File: src/hdl/tsi_pkg.sv
// Shared types, codes and character helpers for the text to signed integer parser.
package tsi_pkg;

  localparam int CHAR_W   = 8;
  localparam int RADIX_W  = 6;
  localparam int VALUE_W  = 64;
  localparam int END_W    = 13;
  localparam int STATUS_W = 2;
  localparam int DIGIT_W  = 6;

  localparam logic [RADIX_W-1:0] RADIX_AUTO  = 6'd0;
  localparam logic [RADIX_W-1:0] RADIX_ONE   = 6'd1;
  localparam logic [RADIX_W-1:0] RADIX_OCT   = 6'd8;
  localparam logic [RADIX_W-1:0] RADIX_DEC   = 6'd10;
  localparam logic [RADIX_W-1:0] RADIX_HEX   = 6'd16;
  localparam logic [RADIX_W-1:0] RADIX_MAX   = 6'd36;
  localparam logic [DIGIT_W-1:0] DIGIT_NONE  = 6'd63;

  localparam logic [CHAR_W-1:0] CH_ZERO  = 8'h30;
  localparam logic [CHAR_W-1:0] CH_NINE  = 8'h39;
  localparam logic [CHAR_W-1:0] CH_LO_A  = 8'h61;
  localparam logic [CHAR_W-1:0] CH_LO_Z  = 8'h7A;
  localparam logic [CHAR_W-1:0] CH_UP_A  = 8'h41;
  localparam logic [CHAR_W-1:0] CH_UP_Z  = 8'h5A;
  localparam logic [CHAR_W-1:0] CH_LO_X  = 8'h78;
  localparam logic [CHAR_W-1:0] CH_UP_X  = 8'h58;
  localparam logic [CHAR_W-1:0] CH_PLUS  = 8'h2B;
  localparam logic [CHAR_W-1:0] CH_MINUS = 8'h2D;
  localparam logic [CHAR_W-1:0] CH_SPACE = 8'h20;
  localparam logic [CHAR_W-1:0] CH_TAB   = 8'h09;
  localparam logic [CHAR_W-1:0] CH_LF    = 8'h0A;
  localparam logic [CHAR_W-1:0] CH_VT    = 8'h0B;
  localparam logic [CHAR_W-1:0] CH_FF    = 8'h0C;
  localparam logic [CHAR_W-1:0] CH_CR    = 8'h0D;

  typedef enum logic [2:0] {
    PH_SPACE,
    PH_SIGNED,
    PH_ZERO,
    PH_HEXMARK,
    PH_DIGITS,
    PH_DONE
  } phase_t;

  typedef enum logic [STATUS_W-1:0] {
    ST_OK,
    ST_NO_DIGITS,
    ST_RANGE,
    ST_BAD_RADIX
  } status_t;

  typedef struct packed {
    phase_t phase;
    logic   negative;
    logic   overflowed;
    logic   seen_digit;
  } ctl_t;

  localparam ctl_t CTL_RESET = '{phase: PH_SPACE, negative: 1'b0,
                                 overflowed: 1'b0, seen_digit: 1'b0};

  function automatic logic [DIGIT_W-1:0] digit_of(input logic [CHAR_W-1:0] c);
    logic [CHAR_W-1:0] t;
    t = 8'd0;
    if (c >= CH_ZERO && c <= CH_NINE) begin
      t = c - CH_ZERO;
    end else if (c >= CH_LO_A && c <= CH_LO_Z) begin
      t = c - CH_LO_A + 8'd10;
    end else if (c >= CH_UP_A && c <= CH_UP_Z) begin
      t = c - CH_UP_A + 8'd10;
    end else begin
      t = {2'b00, DIGIT_NONE};
    end
    return t[DIGIT_W-1:0];
  endfunction

  function automatic logic is_blank(input logic [CHAR_W-1:0] c);
    return c == CH_SPACE || c == CH_TAB || c == CH_LF || c == CH_VT ||
           c == CH_FF || c == CH_CR;
  endfunction

  function automatic logic radix_bad(input logic [RADIX_W-1:0] r);
    return r == RADIX_ONE || r > RADIX_MAX;
  endfunction

endpackage

File: src/hdl/tsi_step.sv
// Next parse state for one character and the result formed from that state.
module tsi_step #(
  parameter int MAX_CHARS  = 4096,
  parameter int VALUE_BITS = 64
) (
  input  logic [tsi_pkg::CHAR_W-1:0]   character,
  input  logic [tsi_pkg::RADIX_W-1:0]  radix,
  input  tsi_pkg::ctl_t                ctl,
  input  logic [VALUE_BITS-1:0]        acc,
  input  logic [tsi_pkg::RADIX_W-1:0]  base,
  input  logic [$clog2(MAX_CHARS+1)-1:0] pos,
  input  logic [$clog2(MAX_CHARS+1)-1:0] end_pos,
  output tsi_pkg::ctl_t                ctl_next,
  output logic [VALUE_BITS-1:0]        acc_next,
  output logic [tsi_pkg::RADIX_W-1:0]  base_next,
  output logic [$clog2(MAX_CHARS+1)-1:0] pos_next,
  output logic [$clog2(MAX_CHARS+1)-1:0] end_pos_next,
  output logic [tsi_pkg::VALUE_W-1:0]  res_value,
  output logic [tsi_pkg::END_W-1:0]    res_end,
  output logic [tsi_pkg::STATUS_W-1:0] res_status
);

  localparam int PW  = $clog2(MAX_CHARS+1);
  localparam int PRW = VALUE_BITS + tsi_pkg::RADIX_W;
  localparam int VW  = tsi_pkg::VALUE_W;
  localparam int EW  = tsi_pkg::END_W;
  localparam logic [PW-1:0] MAX_POS = PW'(MAX_CHARS);

  logic                        first;
  logic [tsi_pkg::RADIX_W-1:0] base_c;
  tsi_pkg::phase_t             ph;
  logic [tsi_pkg::RADIX_W-1:0] wb;
  logic [tsi_pkg::DIGIT_W-1:0] d;
  logic [PRW-1:0]              prod;
  logic [PRW-1:0]              lim;
  logic                        fits;
  logic [PW-1:0]               pos_inc;
  logic                        start_zero;
  logic                        hex_mark;
  logic                        take_path;
  logic signed [VALUE_BITS-1:0] val_s;
  logic [PW+EW-1:0]            end_wide;
  logic [VALUE_BITS-1:0]       top;

  assign first   = pos == '0;
  assign base_c  = first ? radix : base;
  assign ph      = (first && tsi_pkg::radix_bad(radix)) ? tsi_pkg::PH_DONE : ctl.phase;
  assign wb      = (base_c != tsi_pkg::RADIX_AUTO) ? base_c :
                   (ph == tsi_pkg::PH_ZERO) ? tsi_pkg::RADIX_OCT : tsi_pkg::RADIX_DEC;
  assign d       = tsi_pkg::digit_of(character);
  assign prod    = PRW'(acc) * PRW'(wb) + PRW'(d);
  assign lim     = (PRW'(1) << (VALUE_BITS-1)) - PRW'(!ctl.negative);
  assign fits    = prod <= lim;
  assign pos_inc = pos + PW'(1);
  assign start_zero = character == tsi_pkg::CH_ZERO;
  assign hex_mark   = (base_c == tsi_pkg::RADIX_AUTO || base_c == tsi_pkg::RADIX_HEX) &&
                      (character == tsi_pkg::CH_LO_X || character == tsi_pkg::CH_UP_X);

  always_comb begin
    ctl_next       = ctl;
    ctl_next.phase = ph;
    acc_next       = acc;
    base_next      = base_c;
    pos_next       = pos;
    end_pos_next   = end_pos;
    take_path      = 1'b0;
    if (pos < MAX_POS) begin
      pos_next = pos_inc;
      unique case (ph)
        tsi_pkg::PH_SPACE: begin
          if (tsi_pkg::is_blank(character)) begin
            take_path = 1'b0;
          end else if (character == tsi_pkg::CH_PLUS || character == tsi_pkg::CH_MINUS) begin
            ctl_next.negative = character == tsi_pkg::CH_MINUS;
            ctl_next.phase    = tsi_pkg::PH_SIGNED;
          end else if (start_zero) begin
            acc_next            = '0;
            ctl_next.seen_digit = 1'b1;
            end_pos_next        = pos_inc;
            ctl_next.phase      = tsi_pkg::PH_ZERO;
          end else begin
            take_path = 1'b1;
          end
        end
        tsi_pkg::PH_SIGNED: begin
          if (start_zero) begin
            acc_next            = '0;
            ctl_next.seen_digit = 1'b1;
            end_pos_next        = pos_inc;
            ctl_next.phase      = tsi_pkg::PH_ZERO;
          end else begin
            take_path = 1'b1;
          end
        end
        tsi_pkg::PH_ZERO: begin
          if (hex_mark) begin
            base_next      = tsi_pkg::RADIX_HEX;
            ctl_next.phase = tsi_pkg::PH_HEXMARK;
          end else begin
            take_path = 1'b1;
          end
        end
        tsi_pkg::PH_HEXMARK, tsi_pkg::PH_DIGITS: begin
          take_path = 1'b1;
        end
        default: begin
          take_path = 1'b0;
        end
      endcase
      if (take_path) begin
        base_next = wb;
        if (d < wb) begin
          if (!ctl.overflowed && wb >= 6'd2) begin
            if (fits) begin
              acc_next = prod[VALUE_BITS-1:0];
            end else begin
              ctl_next.overflowed = 1'b1;
            end
          end
          ctl_next.seen_digit = 1'b1;
          end_pos_next        = pos_inc;
          ctl_next.phase      = tsi_pkg::PH_DIGITS;
        end else begin
          ctl_next.phase = tsi_pkg::PH_DONE;
        end
      end
    end
  end

  assign top      = VALUE_BITS'(1) << (VALUE_BITS-1);
  assign end_wide = {{EW{1'b0}}, end_pos_next};

  always_comb begin
    val_s      = '0;
    res_end    = '0;
    res_status = tsi_pkg::ST_OK;
    if (tsi_pkg::radix_bad(base_next)) begin
      res_status = tsi_pkg::ST_BAD_RADIX;
    end else if (!ctl_next.seen_digit) begin
      res_status = tsi_pkg::ST_NO_DIGITS;
    end else begin
      res_end = end_wide[EW-1:0];
      if (ctl_next.overflowed) begin
        res_status = tsi_pkg::ST_RANGE;
        val_s      = ctl_next.negative ? top : top - VALUE_BITS'(1);
      end else begin
        val_s = ctl_next.negative ? '0 - acc_next : acc_next;
      end
    end
  end

  assign res_value = VW'(val_s);

endmodule

File: src/hdl/text_to_signed_integer.sv
// Top level of the streaming text to signed integer parser.
//
//  channel   direction  beat carries
//  s_axis    in         tdata[7:0] character, tlast last
//  m_axis    out        tdata[63:0] value, [76:64] end_index, [78:77] status
//  cfg       in         cfg_data[5:0] radix
//
// One character is taken per cycle while the skid entry is empty; the whole parse
// step, a multiply by the radix with an add and a limit compare, settles between
// the state registers. A result is registered from its last character and waits
// in an output register backed by one skid entry, so input stalls only when both hold.
// Reset is synchronous and returns the radix to automatic and the parse to its start.
module text_to_signed_integer #(
  parameter int MAX_CHARS  = 4096,
  parameter int VALUE_BITS = 64
) (
  input  logic        clk,
  input  logic        rst,
  input  logic        s_axis_tvalid,
  output logic        s_axis_tready,
  input  logic [7:0]  s_axis_tdata,   // character
  input  logic        s_axis_tlast,
  output logic        m_axis_tvalid,
  input  logic        m_axis_tready,
  output logic [79:0] m_axis_tdata,   // value, end_index, status, zero pad
  input  logic        cfg_valid,
  output logic        cfg_ready,
  input  logic [5:0]  cfg_data        // radix
);

  localparam int PW  = $clog2(MAX_CHARS+1);
  localparam int RW  = tsi_pkg::VALUE_W + tsi_pkg::END_W + tsi_pkg::STATUS_W;
  localparam int PAD = 80 - RW;

  logic [tsi_pkg::RADIX_W-1:0] radix;
  tsi_pkg::ctl_t               ctl;
  tsi_pkg::ctl_t               ctl_next;
  logic [VALUE_BITS-1:0]       acc;
  logic [VALUE_BITS-1:0]       acc_next;
  logic [tsi_pkg::RADIX_W-1:0] base;
  logic [tsi_pkg::RADIX_W-1:0] base_next;
  logic [PW-1:0]               pos;
  logic [PW-1:0]               pos_next;
  logic [PW-1:0]               end_pos;
  logic [PW-1:0]               end_pos_next;
  logic [tsi_pkg::VALUE_W-1:0] res_value;
  logic [tsi_pkg::END_W-1:0]   res_end;
  logic [tsi_pkg::STATUS_W-1:0] res_status;
  logic [RW-1:0]               res_word;

  logic          out_valid;
  logic [RW-1:0] out_word;
  logic          skid_valid;
  logic [RW-1:0] skid_word;
  logic          accept;
  logic          push;
  logic          pop;

  assign cfg_ready     = 1'b1;
  assign s_axis_tready = !skid_valid;
  assign accept        = s_axis_tvalid && s_axis_tready;
  assign push          = accept && s_axis_tlast;
  assign pop           = out_valid && m_axis_tready;
  assign m_axis_tvalid = out_valid;
  assign m_axis_tdata  = {{PAD{1'b0}}, out_word};
  assign res_word      = {res_status, res_end, res_value};

  tsi_step #(
    .MAX_CHARS (MAX_CHARS),
    .VALUE_BITS(VALUE_BITS)
  ) u_step (
    .character   (s_axis_tdata),
    .radix       (radix),
    .ctl         (ctl),
    .acc         (acc),
    .base        (base),
    .pos         (pos),
    .end_pos     (end_pos),
    .ctl_next    (ctl_next),
    .acc_next    (acc_next),
    .base_next   (base_next),
    .pos_next    (pos_next),
    .end_pos_next(end_pos_next),
    .res_value   (res_value),
    .res_end     (res_end),
    .res_status  (res_status)
  );

  always_ff @(posedge clk) begin
    if (rst) begin
      radix <= tsi_pkg::RADIX_AUTO;
    end else if (cfg_valid && cfg_ready) begin
      radix <= cfg_data;
    end
  end

  always_ff @(posedge clk) begin
    if (rst) begin
      ctl     <= tsi_pkg::CTL_RESET;
      acc     <= '0;
      base    <= tsi_pkg::RADIX_AUTO;
      pos     <= '0;
      end_pos <= '0;
    end else if (accept) begin
      if (s_axis_tlast) begin
        ctl     <= tsi_pkg::CTL_RESET;
        acc     <= '0;
        base    <= tsi_pkg::RADIX_AUTO;
        pos     <= '0;
        end_pos <= '0;
      end else begin
        ctl     <= ctl_next;
        acc     <= acc_next;
        base    <= base_next;
        pos     <= pos_next;
        end_pos <= end_pos_next;
      end
    end
  end

  always_ff @(posedge clk) begin
    if (rst) begin
      out_valid  <= 1'b0;
      skid_valid <= 1'b0;
    end else if (skid_valid) begin
      if (pop) begin
        out_valid  <= 1'b1;
        skid_valid <= 1'b0;
      end
    end else if (push) begin
      if (!out_valid || pop) begin
        out_valid <= 1'b1;
      end else begin
        skid_valid <= 1'b1;
      end
    end else if (pop) begin
      out_valid <= 1'b0;
    end
  end

  always_ff @(posedge clk) begin
    if (skid_valid) begin
      if (pop) begin
        out_word <= skid_word;
      end
    end else if (push) begin
      if (!out_valid || pop) begin
        out_word <= res_word;
      end else begin
        skid_word <= res_word;
      end
    end
  end

endmodule
File: config.mk
export PLATFORM = sky130hd
export DESIGN_NAME = text_to_signed_integer
export DESIGN_NICKNAME = d
export VERILOG_FILES = /design/src/hdl/tsi_pkg.sv /design/src/hdl/tsi_step.sv /design/src/hdl/text_to_signed_integer.sv
export SDC_FILE = /design/constraint.sdc
export NUM_CORES = 2
export LEC_CHECK = 0
export BUFFER_PORTS_ARGS = -buffer_cell sky130_fd_sc_hd__buf_2
export CORE_MARGIN = 2
export CORE_UTILIZATION = 60
export CTS_CLUSTER_SIZE = 20
export DETAILED_ROUTE_END_ITERATION = 6
export PLACE_DENSITY = 0.85
export SLEW_MARGIN = 30
export SYNTH_ARGS = -nofsm -noshare
export SYNTH_HDL_FRONTEND = slang
export SYNTH_HIERARCHICAL = 1
export SYNTH_SLANG_ARGS = --single-unit
File: constraint.sdc
create_clock -name clk -period 32.7 [get_ports clk]
set_input_delay 6.54 -clock clk [delete_from_list [all_inputs] [get_ports clk]]
set_output_delay 6.54 -clock clk [all_outputs]
set_load 0.005 [all_outputs]
==> run summary <==
Compared with the post-synthesis result, the final layout area differs by 4.74%. The number of non-filler instances in the completed layout came out at 4279. The run finished with clean final reports. Dividing the detail-routed via count by the number of cells gives 6.68.

In the final layout, the share of cells above drive strength 1 is 9.09%. Of all nets on the critical path, the largest fanout is 36. The wire length reported by the detailed router is 100000 um, and the post-CTS clock slew at the launch and capture registers of the worst setup and hold paths is 70 ps. The count of placed standard cells including taps is 4233, and the per-instance average area after synthesis is 8.62 sq um. For the data arrival time of the critical path, the log shows 19040 ps. The endpoint identified for the worst register-to-register timing path is out_word[60]$_DFFE_PP_. The tools report the largest net degree at the start of global routing as 106. For the total I/O pin count, the log shows 103. For the worst setup path, the data required time is 33000 ps. Dividing the detail-routed wire length by the instance count gives 23.4 um. The tools report the number of instances in the synthesized netlist as 3653.

The met3 track demand over resource is 8.44%, and the maximum frequency from static timing analysis is 53.4 MHz. The ratio of final minimum period to clock period works out to 57.3%. TritonCTS built the clock tree.

The initial utilization of the core area, before any placement, comes to 61.0%. The maximum clock skew at final layout is 12.8 ps, and the number of different library cells in the post-synthesis netlist is 101. Before antenna repair, the detailed router went through 7 iterations. The tools report the number of global-route vias before repair as 27300. For the total nets after synthesis, the log shows 4153. The run gives 268 as the clock net sink count. The library cell used most frequently in the layout, excluding fill and tap cells, is nand2_1. Leaving out fill and tap cells, the most frequent cells in the layout are nand2_1, and2_1, a21oi_1. Global routing consumed, on the met1 layer, 51.3% of the routing resources.

The tool flagged a number of max-cap violations equal to 0. Cts-stage hold buffer count: 0. Across every metal layer, demand over resource in global routing totals 36.5%.

The tools report the standard cell area after detailed placement as 32200 sq um. The CTS H-tree depth is 1. The min-delay analysis places its worst path in the category flip-flop to flip-flop. The run gives 0 as the number of endpoints with negative hold slack in the final report. The die covers 54300 sq um. The run gives 0 as the final routed DRC violation total.

The flip-flop and latch count after synthesis is 268. The horizontal die dimension is 233 um, and the fraction of the yosys area taken by sequential cells is 22.1%. The post-synthesis async set-or-reset flop share is 0%, and the core footprint is 51600 sq um. Setup repair after global routing left no endpoint under its margin.

For this design the ratio of total power to cell area is 25.1 nW/um^2. Clock tree synthesis selected as its root buffer the cell clkbuf_16. On the final layout, the worst hold slack is 448 ps. The analysis attributes to cell leakage a power of 14.9 nW. IR analysis of the VDD net gives a maximum drop of 0.0385 mV. Clock tree synthesis inserted a total of 24 buffers. The main flop type after synthesis is edfxtp_1. The wire-length estimate of the detail-placed layout is 75000 um. The final critical path time including I/O delays and setup is 18730 ps, and the share of the core filled with cells in the final layout is 63.9%. The worst reg2reg path depth is 51. The via count is 28600. In this run the worst setup path terminates at out_word[60]$_DFFE_PP_. STA classifies the critical path endpoint as a flip-flop. Slowest cell on the critical path: or4b_2. The count of nets left with antenna violations after detail routing is 0. The later pin in the worst-skew pair is clocked with a latency of 550 ps. met2 is the most crowded layer.

In the global route stage, met2 resource usage came out at 55.0%. The number of setup buffers added after CTS is 0. The cell area that synthesis handed to floorplanning was 31500 sq um. The number of gates resized after CTS was 0.

STA classifies the critical path startpoint as an input port. The layout has 4210 filler cells. The relative max-transition margin is 32.9%, and the final standard cell area without fillers is 33000 sq um. In this run the critical register-to-register path is launched from pos[0]$_SDFFE_PP0P_. Yosys printed 6 warnings. The run gives 1.03 as the final weighted congestion in routability-driven placement. The logs give 4113 for the DRC marker count from the first detailed-route iteration and 0 for the max-slew violation count.

Worst setup slack for register-to-register paths: 16800 ps. For the largest buffer count on any clock path, the log shows 3. The most critical setup path has its startpoint at s_axis_tdata[0]. The first global-routing pass estimated 155000 um of wire. The transition at the pin with the smallest max-transition slack came out at 1000 ps.

During placement, the flow inserted port buffers numbering 100. After routing, the total negative slack on setup checks comes to 0 ps. For this run, the post-layout net count is 4080.

Path type of the worst setup path: input port to flip-flop. The floorplan has 83 rows. Global routing finished with a remaining overflow of 0. Yosys mapped a number of flops with a built-in enable equal to 158.

For the number of antenna violations at the first check in global routing, the log shows 0. The die is 233 um tall. On the worst path, the slowest cell contributes a delay of 640 ps. Total of endpoints with negative setup slack in the final report: 0.
## metrics by stage
step	total power [mW]	setup slack, ps
2_1_floorplan	0.488	15730
4_1_cts	0.816	14480
6_report	0.826	13970
3_3_place_gp	0.536	14340
3_5_place_dp	0.541	13930
5_1_grt	0.844	13320
## power breakdown
part           switching [mW]  internal [mW]  leakage (nW)  total (mW)
clock                   0.137          0.147         0.378       0.283
sequential            0.00478          0.363          2.38       0.367
combinational           0.126         0.0498          12.2       0.175
## worst max-delay path, delay by kind of cell
kind	cells	cell delay [ps]
buf+inv	8	1080
fa+ha+maj	5	1760
xor+xnor	1	440
mux	3	980
compound gates	14	3410
simple gates	15	4790
## metal layers
| metal | wire [um] | up-vias |
|---|---|---|
| met4 | 4060 | 0 |
| met5 | 0 | - |
| met2 | 43000 | 1936 |
| met1 | 40300 | 13700 |
| met3 | 12600 | 295 |
| li1 | - | 12700 |
## flip-flops by register name, summed over array words and instances, names as in the netlist
name	count
m_axis_tvalid	1
pos	13
skid_word	79
out_word	79
radix	6
skid_valid	1
end_pos	13
acc	64
ctl	6
base	6
## area by class of cell
| cell class | count | area (sq um) | share of cell area, % |
|---|---|---|---|
| tap | 680 | 851 | 2.58 |
| sequential | 268 | 6950 | 21.1 |
| antenna | 1 | 2.50 | 0.00759 |
| clock buffer | 31 | 668 | 2.03 |
| clock inverter | 13 | 90.1 | 0.273 |
| multi-input combinational | 2935 | 22800 | 69.1 |
| inverter | 213 | 800 | 2.43 |
| timing repair buffer | 138 | 808 | 2.45 |
## worst min-delay path by stage
stage                              start                   end  cells after the start
global placement     ctl[0]$_SDFFE_PP0P_   ctl[0]$_SDFFE_PP0P_                      2
CTS                  ctl[0]$_SDFFE_PP0P_   ctl[0]$_SDFFE_PP0P_                      2
finish              base[3]$_SDFFE_PP0P_  base[3]$_SDFFE_PP0P_                      2
global route        base[4]$_SDFFE_PP0P_  base[4]$_SDFFE_PP0P_                      2
detailed placement   ctl[0]$_SDFFE_PP0P_   ctl[0]$_SDFFE_PP0P_                      2
floorplan            ctl[0]$_SDFFE_PP0P_   ctl[0]$_SDFFE_PP0P_                      2
## cell usage after synthesis (16+ instances only)
library cell,instances,area (sq um)
a211oi_1,27,203
a21o_1,34,255
a21oi_1,291,1460
a31oi_1,34,213
and2_1,347,2170
and3_1,26,163
buf_2,48,240
clkbuf_1,165,619
dfxtp_1,110,2200
edfxtp_1,158,4740
fa_1,252,5040
ha_1,228,2850
inv_1,211,792
mux2_2,101,1140
mux2i_1,39,390
nand2_1,423,1590
nand3_1,115,576
nand3b_1,113,848
nand4_1,61,382
nor2_1,163,612
nor3_1,64,320
nor4_1,30,188
o211ai_1,22,165
o21ai_0,167,836
o21bai_1,16,120
o31ai_1,16,120
or3_1,39,244
or4_1,16,120
xnor2_1,52,455
xor2_1,36,315
## cells by family (layout without fill, tap and decap cells)
group           Yosys count  in the layout  synth area share, %
simple gates           1470           1470                 24.9
compound gates          754            754                 14.7
fa+ha+maj               480            480                 25.1
buf+inv                 450            395                 5.80
flops                   268            268                 22.1
mux                     141            141                 4.90
xor+xnor                 88             88                 2.45
other cells               2              3               0.0239
Power figures use the tool's default switching activity.
